<file path="src/rtl/kvbt_pkg.sv">
// Shared types and constants for the key/value binding table.
package kvbt_pkg;

	localparam int KEY_W      = 32;
	localparam int OP_W       = 3;
	localparam int MAXC_W     = 4;
	localparam int OCCD_W     = 4;

	localparam int IN_BITS     = OP_W + 2 * KEY_W + MAXC_W;
	localparam int IN_TDATA_W  = ((IN_BITS + 7) / 8) * 8;
	localparam int OUT_BITS    = 1 + 2 * KEY_W + OCCD_W;
	localparam int OUT_TDATA_W = ((OUT_BITS + 7) / 8) * 8;
	localparam int OUT_PAD_W   = OUT_TDATA_W - OUT_BITS;

	localparam logic [MAXC_W-1:0] MAXC_CAP = 4'd8;
	localparam logic [OCCD_W-1:0] OCC_SAT  = 4'd15;

	typedef enum logic [OP_W-1:0] {
		OP_BIND   = 3'd0,
		OP_UNBIND = 3'd1,
		OP_LOOKUP = 3'd2,
		OP_ENUM   = 3'd3,
		OP_COUNT  = 3'd4,
		OP_CLEAR  = 3'd5
	} op_t;

	typedef enum logic [1:0] {
		ST_IDLE,
		ST_EXEC,
		ST_ENUM
	} state_t;

	// controller -> datapath
	typedef struct packed {
		logic load;       // capture input word, compare keys
		logic exec;       // run the captured operation
		logic enum_step;  // examine one slot of an enumerate walk
	} cmd_t;

	// datapath -> controller
	typedef struct packed {
		logic out_free;   // output register can take a word this cycle
		logic to_enum;    // captured op is an enumerate with entries to emit
		logic enum_last;  // enumerate emits its final word this cycle
	} stat_t;

endpackage

</file>
<file path="src/rtl/kvbt_ctrl.sv">
// Sequencing state machine for the key/value binding table.
module kvbt_ctrl import kvbt_pkg::*; (
	input  logic  clk,
	input  logic  arst_n,
	input  logic  s_tvalid,
	output logic  s_tready,
	input  stat_t stat,
	output cmd_t  cmd
);

	state_t state_q, state_d;

	always_ff @(posedge clk or negedge arst_n) begin
		if (!arst_n) begin
			state_q <= ST_IDLE;
		end else begin
			state_q <= state_d;
		end
	end

	always_comb begin
		state_d       = state_q;
		cmd           = '0;
		s_tready      = 1'b0;
		unique case (state_q)
			ST_IDLE: begin
				s_tready = 1'b1;
				if (s_tvalid) begin
					cmd.load = 1'b1;
					state_d  = ST_EXEC;
				end
			end
			ST_EXEC: begin
				cmd.exec = 1'b1;
				if (stat.to_enum) begin
					state_d = ST_ENUM;
				end else if (stat.out_free) begin
					state_d = ST_IDLE;
				end
			end
			ST_ENUM: begin
				cmd.enum_step = 1'b1;
				if (stat.enum_last) begin
					state_d = ST_IDLE;
				end
			end
			default: begin
				state_d = ST_IDLE;
			end
		endcase
	end

endmodule

</file>
<file path="src/rtl/kvbt_datapath.sv">
// Slot storage, key compare, occupancy count, enumerate walk and output register.
module kvbt_datapath import kvbt_pkg::*; #(
	parameter int SLOTS = 8
) (
	input  logic                   clk,
	input  logic                   arst_n,
	input  logic [IN_TDATA_W-1:0]  s_tdata,
	input  cmd_t                   cmd,
	output stat_t                  stat,
	output logic                   m_tvalid,
	input  logic                   m_tready,
	output logic [OUT_TDATA_W-1:0] m_tdata,
	output logic                   m_tlast
);

	localparam int IDX_W = (SLOTS > 1) ? $clog2(SLOTS) : 1;
	localparam int OCC_W = $clog2(SLOTS + 1);

	// slot storage
	logic [KEY_W-1:0] key_q [SLOTS];
	logic [KEY_W-1:0] val_q [SLOTS];
	logic [OCC_W-1:0] occ_q;

	// captured input word
	op_t              op_q;
	logic [KEY_W-1:0] child_q;
	logic [KEY_W-1:0] peer_q;
	logic [MAXC_W-1:0] maxc_q;
	logic [SLOTS-1:0] match_q;
	logic [SLOTS-1:0] free_q;

	// enumerate walk
	logic [IDX_W-1:0]  cursor_q;
	logic [MAXC_W-1:0] ecnt_q;

	// output register
	logic              m_tvalid_q;
	logic              ok_q;
	logic [KEY_W-1:0]  och_q;
	logic [KEY_W-1:0]  ope_q;
	logic [OCCD_W-1:0] oocc_q;
	logic              olast_q;

	logic [MAXC_W-1:0] in_maxc;
	logic [KEY_W-1:0]  in_child;
	logic [SLOTS-1:0]  occ_vec;
	logic [SLOTS-1:0]  above;
	logic              out_free;
	logic              hit;
	logic              has_free;
	logic [IDX_W-1:0]  hit_idx;
	logic [IDX_W-1:0]  free_idx;
	logic              child_nz;
	logic              peer_nz;
	logic              enum_empty;
	logic              to_enum;
	logic              exec_do;
	logic              enum_emit;
	logic              e_last;
	logic [OCCD_W-1:0] occ_disp;

	logic              wr_en;
	logic [IDX_W-1:0]  wr_idx;
	logic [KEY_W-1:0]  wr_key;
	logic [KEY_W-1:0]  wr_val;
	logic              clr_all;
	logic              occ_inc;
	logic              occ_dec;
	logic              res_ok;
	logic [KEY_W-1:0]  res_peer;
	logic [OCCD_W-1:0] res_occ;

	assign in_child = s_tdata[OP_W +: KEY_W];
	assign in_maxc  = s_tdata[OP_W + 2 * KEY_W +: MAXC_W];

	always_comb begin
		for (int i = 0; i < SLOTS; i++) begin
			occ_vec[i] = (key_q[i] != '0);
		end
	end

	// lowest set bit of each compare vector
	always_comb begin
		hit_idx  = '0;
		free_idx = '0;
		for (int i = SLOTS - 1; i >= 0; i--) begin
			if (match_q[i]) begin
				hit_idx = IDX_W'(i);
			end
			if (free_q[i]) begin
				free_idx = IDX_W'(i);
			end
		end
	end

	assign out_free   = !m_tvalid_q || m_tready;
	assign hit        = |match_q;
	assign has_free   = |free_q;
	assign child_nz   = (child_q != '0);
	assign peer_nz    = (peer_q != '0);
	assign enum_empty = (maxc_q == '0) || (occ_q == '0);
	assign to_enum    = (op_q == OP_ENUM) && !enum_empty;
	assign exec_do    = cmd.exec && out_free && !to_enum;

	assign occ_disp = (32'(occ_q) > 32'(OCC_SAT)) ? OCC_SAT : OCCD_W'(occ_q);

	// enumerate: emit when the slot under the cursor is occupied
	assign above     = (occ_vec >> cursor_q) >> 1;
	assign e_last    = ((ecnt_q + MAXC_W'(1)) == maxc_q) || (above == '0);
	assign enum_emit = cmd.enum_step && occ_vec[cursor_q] && out_free;

	assign stat.out_free  = out_free;
	assign stat.to_enum   = to_enum;
	assign stat.enum_last = enum_emit && e_last;

	always_comb begin
		wr_en    = 1'b0;
		wr_idx   = hit_idx;
		wr_key   = '0;
		wr_val   = '0;
		clr_all  = 1'b0;
		occ_inc  = 1'b0;
		occ_dec  = 1'b0;
		res_ok   = 1'b0;
		res_peer = '0;
		res_occ  = '0;
		case (op_q)
			OP_BIND: begin
				if (child_nz && peer_nz && (hit || has_free)) begin
					wr_en   = 1'b1;
					wr_idx  = hit ? hit_idx : free_idx;
					wr_key  = child_q;
					wr_val  = peer_q;
					occ_inc = !hit;
					res_ok  = 1'b1;
				end
			end
			OP_UNBIND: begin
				// a zero key would match free slots, so it is rejected first
				if (child_nz && hit) begin
					wr_en   = 1'b1;
					occ_dec = 1'b1;
					res_ok  = 1'b1;
				end
			end
			OP_LOOKUP: begin
				if (child_nz && hit) begin
					res_ok   = 1'b1;
					res_peer = val_q[hit_idx];
				end
			end
			OP_COUNT: begin
				res_ok  = 1'b1;
				res_occ = occ_disp;
			end
			OP_CLEAR: begin
				clr_all = 1'b1;
				res_ok  = 1'b1;
			end
			default: begin
				// empty enumerate and unused codes fail with all fields zero
			end
		endcase
	end

	// input capture and key compare
	always_ff @(posedge clk) begin
		if (cmd.load) begin
			op_q    <= op_t'(s_tdata[OP_W-1:0]);
			child_q <= in_child;
			peer_q  <= s_tdata[OP_W + KEY_W +: KEY_W];
			maxc_q  <= (in_maxc > MAXC_CAP) ? MAXC_CAP : in_maxc;
			for (int i = 0; i < SLOTS; i++) begin
				match_q[i] <= (key_q[i] == in_child);
				free_q[i]  <= (key_q[i] == '0);
			end
		end
	end

	always_ff @(posedge clk or negedge arst_n) begin
		if (!arst_n) begin
			for (int i = 0; i < SLOTS; i++) begin
				key_q[i] <= '0;
				val_q[i] <= '0;
			end
			occ_q <= '0;
		end else if (exec_do) begin
			if (clr_all) begin
				for (int i = 0; i < SLOTS; i++) begin
					key_q[i] <= '0;
					val_q[i] <= '0;
				end
				occ_q <= '0;
			end else begin
				if (wr_en) begin
					key_q[wr_idx] <= wr_key;
					val_q[wr_idx] <= wr_val;
				end
				if (occ_inc) begin
					occ_q <= occ_q + OCC_W'(1);
				end else if (occ_dec) begin
					occ_q <= occ_q - OCC_W'(1);
				end
			end
		end
	end

	always_ff @(posedge clk or negedge arst_n) begin
		if (!arst_n) begin
			cursor_q <= '0;
			ecnt_q   <= '0;
		end else if (cmd.exec && to_enum) begin
			cursor_q <= '0;
			ecnt_q   <= '0;
		end else if (cmd.enum_step) begin
			// free slots are skipped; an occupied one waits for the output
			if (!occ_vec[cursor_q] || out_free) begin
				cursor_q <= cursor_q + IDX_W'(1);
			end
			if (enum_emit) begin
				ecnt_q <= ecnt_q + MAXC_W'(1);
			end
		end
	end

	always_ff @(posedge clk or negedge arst_n) begin
		if (!arst_n) begin
			m_tvalid_q <= 1'b0;
		end else if (exec_do || enum_emit) begin
			m_tvalid_q <= 1'b1;
		end else if (m_tready) begin
			m_tvalid_q <= 1'b0;
		end
	end

	always_ff @(posedge clk) begin
		if (exec_do) begin
			ok_q    <= res_ok;
			och_q   <= '0;
			ope_q   <= res_peer;
			oocc_q  <= res_occ;
			olast_q <= 1'b1;
		end else if (enum_emit) begin
			ok_q    <= 1'b1;
			och_q   <= key_q[cursor_q];
			ope_q   <= val_q[cursor_q];
			oocc_q  <= '0;
			olast_q <= e_last;
		end
	end

	assign m_tvalid = m_tvalid_q;
	assign m_tdata  = {{OUT_PAD_W{1'b0}}, oocc_q, ope_q, och_q, ok_q};
	assign m_tlast  = olast_q;

endmodule

</file>
<file path="src/rtl/key_value_binding_table_core.sv">
// Key/value binding table: a fixed set of slots mapping nonzero child keys to peer values.
//
// Input stream (s_t*): one word per operation: bind, unbind, lookup, enumerate,
// count or clear. Output stream (m_t*): result words; m_tlast marks the final
// word of each operation. Every operation gives exactly one word except an
// enumerate that finds entries, which gives one word per emitted entry.
// Searches for a key or a free slot always take the lowest matching slot.
// Flow: s_tready is high only while no operation is in progress. An accepted
// word has its keys compared against all slots on the accept edge and its
// result loaded into the output register from the execute state once that
// register is free, so no new word is taken before then. An enumerate walks
// the slots one per cycle from slot 0, pausing at an occupied slot while the
// output register is full, and returns to idle when it loads its last word.
// Stall: while m_tvalid is high and m_tready low the result is held and the
// sequencer waits; no input is taken until the operation has issued its
// last word into the output register.
// Reset (arst_n low): every slot is freed, the occupancy count is zero and
// the output is empty.
module key_value_binding_table_core import kvbt_pkg::*; #(
	parameter int SLOTS = 8
) (
	input  logic                   clk,
	input  logic                   arst_n,
	input  logic                   s_tvalid,
	output logic                   s_tready,
	input  logic [IN_TDATA_W-1:0]  s_tdata,   // op[2:0], child_id, peer_id, max_count
	output logic                   m_tvalid,
	input  logic                   m_tready,
	output logic [OUT_TDATA_W-1:0] m_tdata,   // ok, entry_child, entry_peer, occupied
	output logic                   m_tlast
);

	cmd_t  cmd;
	stat_t stat;

	kvbt_ctrl u_ctrl (
		.clk      (clk),
		.arst_n   (arst_n),
		.s_tvalid (s_tvalid),
		.s_tready (s_tready),
		.stat     (stat),
		.cmd      (cmd)
	);

	kvbt_datapath #(
		.SLOTS (SLOTS)
	) u_datapath (
		.clk      (clk),
		.arst_n   (arst_n),
		.s_tdata  (s_tdata),
		.cmd      (cmd),
		.stat     (stat),
		.m_tvalid (m_tvalid),
		.m_tready (m_tready),
		.m_tdata  (m_tdata),
		.m_tlast  (m_tlast)
	);

endmodule

</file>
<file path="config.mk">
export PLATFORM = sky130hd
export DESIGN_NAME = key_value_binding_table_core
export DESIGN_NICKNAME = d
export VERILOG_FILES = /design/src/rtl/kvbt_pkg.sv /design/src/rtl/kvbt_ctrl.sv /design/src/rtl/kvbt_datapath.sv /design/src/rtl/key_value_binding_table_core.sv
export SDC_FILE = /design/constraint.sdc
export NUM_CORES = 1
export LEC_CHECK = 0
export ABC_CLOCK_PERIOD_IN_PS = 5700
export CORE_MARGIN = 2
export CORE_UTILIZATION = 32
export CTS_BUF_LIST = sky130_fd_sc_hd__clkbuf_2
export DETAILED_ROUTE_END_ITERATION = 7
export DONT_BUFFER_PORTS = 1
export SLEW_MARGIN = 15
export SYNTH_ARGS = -nofsm -noshare
export SYNTH_HDL_FRONTEND = slang
export SYNTH_SLANG_ARGS = --single-unit
export TNS_END_PERCENT = 5
</file>
<file path="constraint.sdc">
create_clock -name clk -period 5.7 [get_ports clk]
set_clock_uncertainty 0.15 [all_clocks]
set_input_delay 0.285 -clock clk [delete_from_list [all_inputs] [get_ports clk]]
set_output_delay 0.285 -clock clk [all_outputs]
set_load 0.02 [all_outputs]
</file>
After elaboration in Yosys (flattened, before gate mapping)
Index checks and enable logic that the tools add are counted.
W data, S select, Z words.
- register bits after elaboration: 683
- input bits: 76
- output and inout bits: 75
- logic and storage cells: 206
- add/subtract/negate cells: 4
- magnitude comparators: 6
- eq/ne operators: 19
- shift-type cells: 1
- multiplexer cells: 80
- bitwise gates (word level): 3
- reductions and logical operators: 61
- operators with widths (cell ; number):
    $mux W256 ; 4
    $bwmux W256 ; 2
    $mux W32 ; 15
    $reduce_bool A32 Y1 ; 10
    $bmux W32 S3 ; 3
    $eq A32 B32 Y1 ; 8
    $logic_not A32 Y1 ; 8
    $demux W32 S3 ; 1
    $mux W3 ; 22
    $mux W4 ; 9
    $mux W1 ; 16
    $reduce_or A8 Y1 ; 2
    $ge A4 B4 Y1 const B ; 3
    $not A3 Y4 ; 3
    $reduce_bool A2 Y1 ; 6
    $logic_and A1 B1 Y1 ; 11
    $add A4 B1 Y4 const B ; 2
    $logic_not A4 Y1 ; 2
    $logic_not A8 Y1 ; 1
    $mux W2 ; 4
    $reduce_and A2 Y1 ; 4
    $shr A8 B3 Y8 ; 1
    $eq A3 B2 Y1 const B ; 2
    $eq A3 B3 Y1 const B ; 2
    22 further kinds ; 33

Logic depth before layout (Yosys ltp)
Gate-level depths: netlist of run 1.
- depth in word-level cells: 19
- mapped depth: 12
- depth with buffers taken out: 11

Hierarchy
From an unflattened synthesis of run 1, not the netlist that was laid out.
- cell total of the unflattened synthesis: 2846
- area total of the unflattened synthesis: 34672.0 sq um
- by module, submodules not included (module ; times used ; cells each ; area each (sq um) ; seq. area each (sq um)):
    kvbt_datapath ; 1 ; 2836 ; 34566.9 ; 17496.8
    kvbt_ctrl ; 1 ; 10 ; 105.1 ; 50.0

Least setup slack after synthesis of run 1
No wires, ideal clock.
- path type: reg-to-reg
- start: reg u_ctrl.state_q[0]
- end: reg u_datapath.child_q[0], enable pin
- setup time: 0.455 ns
- arrival: 2.833 ns
- data required time: 5.095 ns
- path slack: 2.262 ns
- cell stages (with the launch flop): 3
- path buffers: 0
- clock period less this slack: 3.438 ns
- path through: dfrtp_1 nor2_1 and2_1
- RTL lines (item ; RTL line ; source):
    start, declared ; kvbt_ctrl.sv:11 ; state_t state_q, state_d;
    start signal, assigned ; kvbt_ctrl.sv:17 ; state_q <= state_d;
    end signal, assigned ; kvbt_datapath.sv:170 ; child_q <= in_child;
    end, declared ; kvbt_datapath.sv:26 ; logic [KEY_W-1:0] child_q;

Worst setup path after layout of run 1
- start: reg u_datapath.child_q[12]
- end: reg u_datapath.key_q[44] in the netlist's numbering
- longest elaborated chain between the ends: 13
- elaborated cells on any way between the ends: 22
- classes of those cells: 2 x order compare; 12 x mux; 1 x bitwise; 7 x reduce/logical
- ends and longest elaborated chain (item ; RTL line ; source):
    $reduce_bool A32 Y1 ; kvbt_datapath.sv:99 ; assign child_nz = (child_q != '0);
    $logic_and A1 B1 Y1 (2 in series) ; kvbt_datapath.sv:129 ; if (child_nz && peer_nz && (hit || has_free)) begin
    $mux W3 ; kvbt_datapath.sv:129 ;
    $mux W3 ; kvbt_datapath.sv:127 ; case (op_q)
    $not A3 Y4 (not written as such) ; kvbt_datapath.sv:196 ; key_q[wr_idx] <= wr_key;
    $ge A4 B4 Y1 (not written as such) / $lt A4 B1 Y1 (equally long branches) ; kvbt_datapath.sv:196 ;
    $logic_and A1 B1 Y1 (not written as such) ; kvbt_datapath.sv:196 ;
    $mux W32 (not written as such) ; kvbt_datapath.sv:196 ;
    $demux W32 S3 ; kvbt_datapath.sv:196 ;
    $bwmux W256 ; kvbt_datapath.sv:196 ;
    $mux W256 ; kvbt_datapath.sv:195 ; if (wr_en) begin
    $mux W256 ; kvbt_datapath.sv:188 ; if (clr_all) begin
    end signal, assigned by index ; kvbt_datapath.sv:196 ;
    end, declared ; kvbt_datapath.sv:20 ; logic [KEY_W-1:0] key_q [SLOTS];
Several ways; a longest one is shown, not always the timed one. The select of a mux whose other input is x is not followed.
A chain may end at the register's enable or synchronous reset.

==> results of run 1 <==
cell type report:
cell class / instances / area share
tap: 1403 / 0.0446
clock inverter: 69 / 0.00946
inverter: 10 / 0.000953
antenna: 6 / 0.000381
clock buffer: 267 / 0.0339
sequential: 683 / 0.446
multi-input combinational: 1917 / 0.403
timing repair buffer: 243 / 0.0617
per-layer routing:
| metal | part of all wire | routed length [um] | vias to the layer above | global-route usage |
|---|---|---|---|---|
| met4 | 0.041 | 5260 | 4 | 0.0975 |
| met2 | 0.45 | 58500 | 1659 | 0.353 |
| met3 | 0.097 | 12500 | 312 | 0.0549 |
| met1 | 0.41 | 53500 | 14100 | 0.317 |
| met5 | 0.00017 | 22 | - | 0 |
| li1 | - | - | 11600 | - |
final timing paths:
check / from / endpoint / cells after the start / slack, ps
worst max-delay path: u_datapath.child_q[12] / u_datapath.key_q[44] / 8 / 1140
min in group clk: s_tdata[19] / u_datapath.child_q[16] / 2 / 200
worst min register to register: u_datapath.val_q[158] / u_datapath.val_q[158] / 1 / 360
worst max register to register: u_datapath.child_q[12] / u_datapath.key_q[44] / 8 / 1140
max in group asynchronous: arst_n / u_datapath.val_q[122] / 0 / 5670
worst min-delay path: arst_n / u_datapath.ecnt_q[1] / 0 / -1570
per-stage QoR:
| step | util | power (mW) | setup WS (ps) | area [um^2] | std cells |
|---|---|---|---|---|---|
| 2_1_floorplan | - | 12.2 | 2260 | 34500 | 2870 |
| 3_3_place_gp | 0.333 | 14.9 | 1250 | 35700 | 4059 |
| 3_5_place_dp | 0.333 | 15.0 | 1240 | 35700 | 4059 |
| 4_1_cts | 0.368 | 18.8 | 1180 | 39400 | 4592 |
| 5_1_grt | 0.368 | 19.7 | 907 | 39400 | 4597 |
| 6_report | 0.368 | 18.8 | 1140 | 39400 | 4598 |
cell families after synthesis:
kind of cell / after synthesis / share of synthesized area
compound gates: 705 / 0.171
mux: 229 / 0.113
flops: 683 / 0.508
xor+xnor: 264 / 0.0670
simple gates: 711 / 0.102
fa+ha+maj: 5 / 0.00203
buf+inv: 270 / 0.0369
other cells: 1 / 0.000109
registers in the layout, indices dropped and copies added, names as in the netlist, 8 cells and up:
name,flops
u_datapath.key_q,256
u_datapath.child_q,32
u_datapath.free_q,8
u_datapath.val_q,256
u_datapath.och_q,32
u_datapath.peer_q,32
u_datapath.match_q,8
u_datapath.ope_q,32
power breakdown:
part / switching, mW / internal [mW] / total [mW]
registers: 1.80 / 6.38 / 8.18
logic: 4.25 / 2.82 / 7.06
clock network: 2.19 / 1.41 / 3.60
total: 8.24 / 10.6 / 18.8
placed cells by master, fill, tap and decap left out, types with 7 or more instances in the layout:
cell and count:
dfrtp_1 523, o2bb2ai_1 512, nand2_1 335, clkbuf_2 267, xor2_1 259, dlygate4sd3_1 197, nor4_1 156, mux4_2 128
edfxtp_1 124, mux2i_1 101, nand3_1 74, clkinv_1 51, and3_1 37, buf_4 37, a31oi_1 35, a311oi_1 34
a211oi_1 33, dfxtp_1 33, o22ai_1 32, nand4_1 20, nor2_1 20, nor3_1 10, inv_1 10, buf_12 9
nand2b_1 8, nor2b_1 8, a21o_4 8, o21ai_0 7, and2_1 7
worst max-delay path: cells and delay by family, from the launching register on:
kind / cells / cell delay, ps
AOI/OAI and AO/OA: 4 / 1690
and+or+nand+nor: 3 / 1810
buffers and inverters: 1 / 310
DFF: 1 / 420
==> summary.txt, run 1 <==
Worst setup path
  • WP data required: 6840 ps
  • WS Path Type: flip-flop to flip-flop
  • Crit-path max FO: 34
  • Slowest stage delay, CP: 650 ps
  • Crit. End Element: flip-flop
  • Slowest cell on crit path: o21ai_1
  • CP Launch Type: flip-flop
  • Arr. time, crit path: 5700 ps
  • Crit-path cells: nor4_1, nand4_1, o21ai_1, o41ai_1, nand3_4, a21o_4, buf_12, o2bb2ai_1

CTS
  • Root buffer cell: clkbuf_2
  • Number of setup buffers added after CTS: 0
  • Total clock buffers created by CTS: 180
  • CTS max path bufs: 3
  • Deepest level of the CTS H-tree: 4
  • Clock Sinks: 683
  • Worst-path clk slew: 100 ps
  • CTS tree: done
  • Worst-skew pair later-pin latency: 1490 ps
  • Cts repair resizes: 0
  • Post-CTS Hold Buffers: 197

Pwr
  • Maximum vdd drop: 0.321 mV
  • Leak pwr: 16.3 nW
  • Pwr dens: 478 mW/mm^2

Floorplanning
  • Chip height: 332 um
  • Rows: 120
  • I/O pin count: 151
  • DIE AREA: 0.111 mm^2
  • Core Region: 0.107 mm^2
  • Die W: 332 um
  • Initial core utilization: 0.322

Yosys
  • Post-synth cell types: 69
  • Synth top cells by count: 526 x dfrtp_1, 512 x o2bb2ai_1, 337 x nand2_1, 259 x xor2_1, 164 x clkbuf_1
  • Synthesized flop and latch total: 683
  • Dominant synthesized flop cell: dfrtp_1
  • Ys async rst share: 0.770
  • Ys Warns: 0
  • Largest cells by area after synthesis: dfrtp_1 38%, o2bb2ai_1 13%, edfxtp_1 11%
  • Syn Area/Cell: 12.0 um^2
  • Most frequent cell after synthesis: dfrtp_1
  • Post-Syn Instances: 2868
  • Post-synth top area share: 0.381
  • Sequential cell area fraction in the yosys report: 0.508
  • Cell accounting for the most synthesized area: dfrtp_1
  • Synth Cell Area: 0.0345 mm^2
  • Post-synth EDFFs: 124

Route
  • First-pass DRT Iterations: 6
  • DRC: 0
  • WL final: 130000 um
  • DRT iter0 DRCs: 3135
  • Final ANT Viol Nets: 0
  • DR vias/cell: 6.01
  • Via Count: 27600
  • Average wire per standard cell: 28.2 um

Worst hold path
  • Hold crit path type: primary input to asynchronous set/reset pin

Global routing
  • Global-route wire length before repair: 191000 um
  • GRT Util Overall: 0.232
  • Largest net degree at the start of global routing: 527
  • Vias in the first global route: 27100
  • GRT overflow: 0
  • Initial antenna violation count: 5

Timing
  • Hold Slack: -1570 ps
  • Slew Limit Headroom: -0.0750
  • Final Cycle Share: 0.800
  • Final setup viols: 0
  • Fmax achieved: 219 MHz
  • Final Critical Period: 4560 ps
  • Final Hold Fails: 526
  • Fin Setup TNS: 0 ps
  • Slew Limit Fails: 170
  • Worst slew pin tran: 1610 ps
  • RSZ-0062 raised after global routing: false

Run status
  • Status: complete, but fails checks
  • Failing checks: negative hold slack, max-slew violations

Final layout
  • Nets: 3116
  • Fillers: 10500
  • Area Overhead vs Synth: 14.1%
  • Layout cell share with drive strength beyond 1: 0.156
  • Multi-input logic area: 0.0159 mm^2
  • Storage cell area: 0.0176 mm^2

Place
  • PortBufs: 0
  • Dpl hpwl: 81100 um
  • GPL Wtd Cong: 1.01

Run
  • # Max-Cap Violations: 0
No activity file was read; power rests on OpenSTA's default activity.
==> run 2: changes to the inputs <==
--- a/config.mk
+++ b/config.mk
@@ -5,7 +5,7 @@
 export SDC_FILE = /design/constraint.sdc
 export NUM_CORES = 1
 export LEC_CHECK = 0
-export ABC_CLOCK_PERIOD_IN_PS = 5700
+export ABC_CLOCK_PERIOD_IN_PS = 3900
 export CORE_MARGIN = 2
 export CORE_UTILIZATION = 32
 export CTS_BUF_LIST = sky130_fd_sc_hd__clkbuf_2
==> constraint.sdc (replaced) <==
create_clock -name clk -period 3.9 [get_ports clk]
set_clock_uncertainty 0.15 [all_clocks]
set_input_delay 0.195 -clock clk [delete_from_list [all_inputs] [get_ports clk]]
set_output_delay 0.195 -clock clk [all_outputs]
set_load 0.02 [all_outputs]
==> run 2 against run 1 <==
Against the previous run:
- the run still ends with negative hold slack, max-slew violations left
- critical path depth stayed put
- combinational power is 54% higher
- total power is 48% higher
- critical path type unchanged
- critical endpoint is now u_datapath.key_q[200]
==> summary.txt, run 2 (synthesis results as in run 1) <==
CTS
  • Deepest level of the CTS H-tree: 4 (unchanged)
  • Number of setup buffers added after CTS: 0 (unchanged)
  • CTS max path bufs: 3 (unchanged)
  • Worst-skew pair later-pin latency: 1580 ps (+90 ps)
  • Total clock buffers created by CTS: 179 (-0.56%)
  • Root buffer cell: clkbuf_2
  • Worst-path clk slew: 100 ps (about the same)
  • Clock Sinks: 683 (unchanged)
  • Cts repair resizes: 0 (unchanged)
  • CTS tree: done
  • Post-CTS Hold Buffers: 222 (+13%)

Route
  • First-pass DRT Iterations: 5 (-1)
  • DRC: 0 (unchanged)
  • Final ANT Viol Nets: 0 (unchanged)
  • WL final: 131000 um (+1.2%)
  • Average wire per standard cell: 28.1 um (-0.30%)
  • DRT iter0 DRCs: 3200 (+2.1%)
  • DR vias/cell: 5.97 (-0.78%)
  • Via Count: 27800 (+0.71%)

Floorplanning
  • DIE AREA: 0.111 mm^2 (unchanged)
  • Initial core utilization: 0.322 (unchanged)
  • Chip height: 332 um (unchanged)
  • Rows: 120 (unchanged)
  • Core Region: 0.107 mm^2 (unchanged)
  • I/O pin count: 151 (unchanged)
  • Die W: 332 um (unchanged)

Place
  • GPL Wtd Cong: 1.03 (+2.5%)
  • Dpl hpwl: 82900 um (+2.1%)
  • PortBufs: 0 (unchanged)
  • Post-place setup slack: 272 ps (-970 ps)

Worst setup path
  • Arr. time, crit path: 4990 ps (-710 ps)
  • CP Launch Type: flip-flop
  • Slowest stage delay, CP: 710 ps (+60 ps)
  • Setup slack, reg-to-reg: 130 ps (-1010 ps)
  • Reg2reg end: u_datapath.key_q[200]
  • WP data required: 5120 ps (-1720 ps)
  • Buf/Inv on CP: 2 (+1)
  • R2R cell count: 8 (unchanged)
  • CP top delay family: simple AND/OR/NAND/NOR gates
  • WS Path Type: flip-flop to flip-flop
  • CP dominant cell by count: buf_4
  • Crit-path max FO: 64 (+88%)
  • Crit. End Element: flip-flop
  • Slowest cell on crit path: nor4_1
  • Reg2reg start: u_datapath.peer_q[27]
  • Crit-path cells: nor4_1, buf_4, and4_1, and2_1, o41ai_1, or3_4, buf_4, o2bb2ai_1

Global routing
  • Largest net degree at the start of global routing: 527 (unchanged)
  • Initial antenna violation count: 7 (+2)
  • Vias in the first global route: 27700 (+2.3%)
  • GRT Util Overall: 0.235 (+0.00284)
  • GRT overflow: 0 (unchanged)
  • Global-route wire length before repair: 194000 um (+1.2%)

Run
  • # Max-Cap Violations: 0 (unchanged)

Pwr
  • Internal power: 15.9 mW (+49%)
  • Net Switching: 12.1 mW (+47%)
  • Pwr dens: 693 mW/mm^2 (+45%)
  • Clk pwr share: 0.189 (-0.002)
  • Sw Ratio: 0.433 (-0.00421)
  • Sequential power share: 0.421 (-0.013)
  • Leak pwr: 16.8 nW (+3.0%)
  • Maximum vdd drop: 0.419 mV (+31%)
  • Comb pwr share: 0.390 (+0.015)

Worst hold path
  • Hold crit path type: primary input to asynchronous set/reset pin

Timing
  • Worst setup margin: 130 ps (-1010 ps)
  • Fmax achieved: 265 MHz (+21%)
  • Final Cycle Share: 0.967 (+0.166)
  • Hold Slack: -1710 ps (-145 ps)
  • Final Hold Fails: 526 (unchanged)
  • Slew Limit Headroom: -1.11 (-1.03)
  • Fin Setup TNS: 0 ps (unchanged)
  • Final setup viols: 0 (unchanged)
  • RSZ-0062 raised after global routing: false
  • Slew Limit Fails: 425 (+150%)
  • Final Critical Period: 3770 ps (-792 ps)
  • Worst slew pin tran: 3160 ps (+1550 ps)

Final layout
  • Most frequent cells in the layout: 523 x dfrtp_1, 512 x o2bb2ai_1, 335 x nand2_1
  • Nets: 3186 (+2.2%)
  • Final Core Density: 0.377 (+0.00870)
  • Commonest non-fill, non-tap cell in the layout: dfrtp_1
  • Layout cell share with drive strength beyond 1: 0.169 (+0.0128)
  • Biggest registers after layout: u_datapath.key_q (256), u_datapath.val_q (256)
  • Area Overhead vs Synth: 16.8%

Run status
  • Failing checks: negative hold slack, max-slew violations
  • Status: complete, but fails checks
[run 2: cell types whose count changed in the layout (fill, tap and decap cells not counted), moves of 2 or more]
cell,delta
buf_12,+27
dlygate4sd3_1,+25
buf_4,+19
clkinv_1,-10
clkinv_2,+6
diode_2,+2
[run 2: final cells by class]
cell class	instances	area (um^2)
timing repair buffer	314	3360
multi-input combinational	1917	15900
antenna	8	20.0
inverter	10	37.5
clock buffer	267	1340
clock inverter	65	365
sequential	683	17600
fill	10400	66700
tap	1403	1760
[run 2: how the worst max path moves through the flow]
stage	from	end	cells after the start
6_report	u_datapath.peer_q[27]	u_datapath.key_q[200]	8
5_1_grt	u_datapath.match_q[1]	u_datapath.key_q[200]	6
3_3_place_gp	u_datapath.peer_q[24]	u_datapath.key_q[200]	8
2_1_floorplan	u_ctrl.state_q[0]	u_datapath.child_q[0]	2
3_5_place_dp	u_datapath.peer_q[27]	u_datapath.key_q[193]	8
4_1_cts	u_datapath.peer_q[27]	u_datapath.key_q[200]	8
[run 2: metrics by stage]
stage / cells / hold slack, ps / total power [mW] / area [um^2]
finish: 4667 / -1710 / 28.0 / 40300
global route: 4665 / -1780 / 29.2 / 40300
CTS: 4659 / -1830 / 27.9 / 40300
detailed placement: 4105 / -128 / 22.3 / 36400
global placement: 4105 / -122 / 22.2 / 36400
floorplan: 2870 / -251 / 17.9 / 34500
[run 2: power groups by stage]
stage,registers [mW],clock network (mW),logic (mW)
3_5_place_dp,11.8,0,10.5
3_3_place_gp,11.8,0,10.4
6_report,11.8,5.27,10.9
5_1_grt,12.0,5.75,11.5
4_1_cts,11.7,5.40,10.8
2_1_floorplan,10.9,0,6.95
[run 2: per-layer routing]
metal | vias to the layer above | part of all wire | GRT usage
met3 | 286 | 0.090 | 0.0542
met2 | 1579 | 0.45 | 0.358
met1 | 14300 | 0.42 | 0.321
li1 | 11700 | - | -
met4 | 4 | 0.038 | 0.0985
met5 | - | 0.00021 | 0
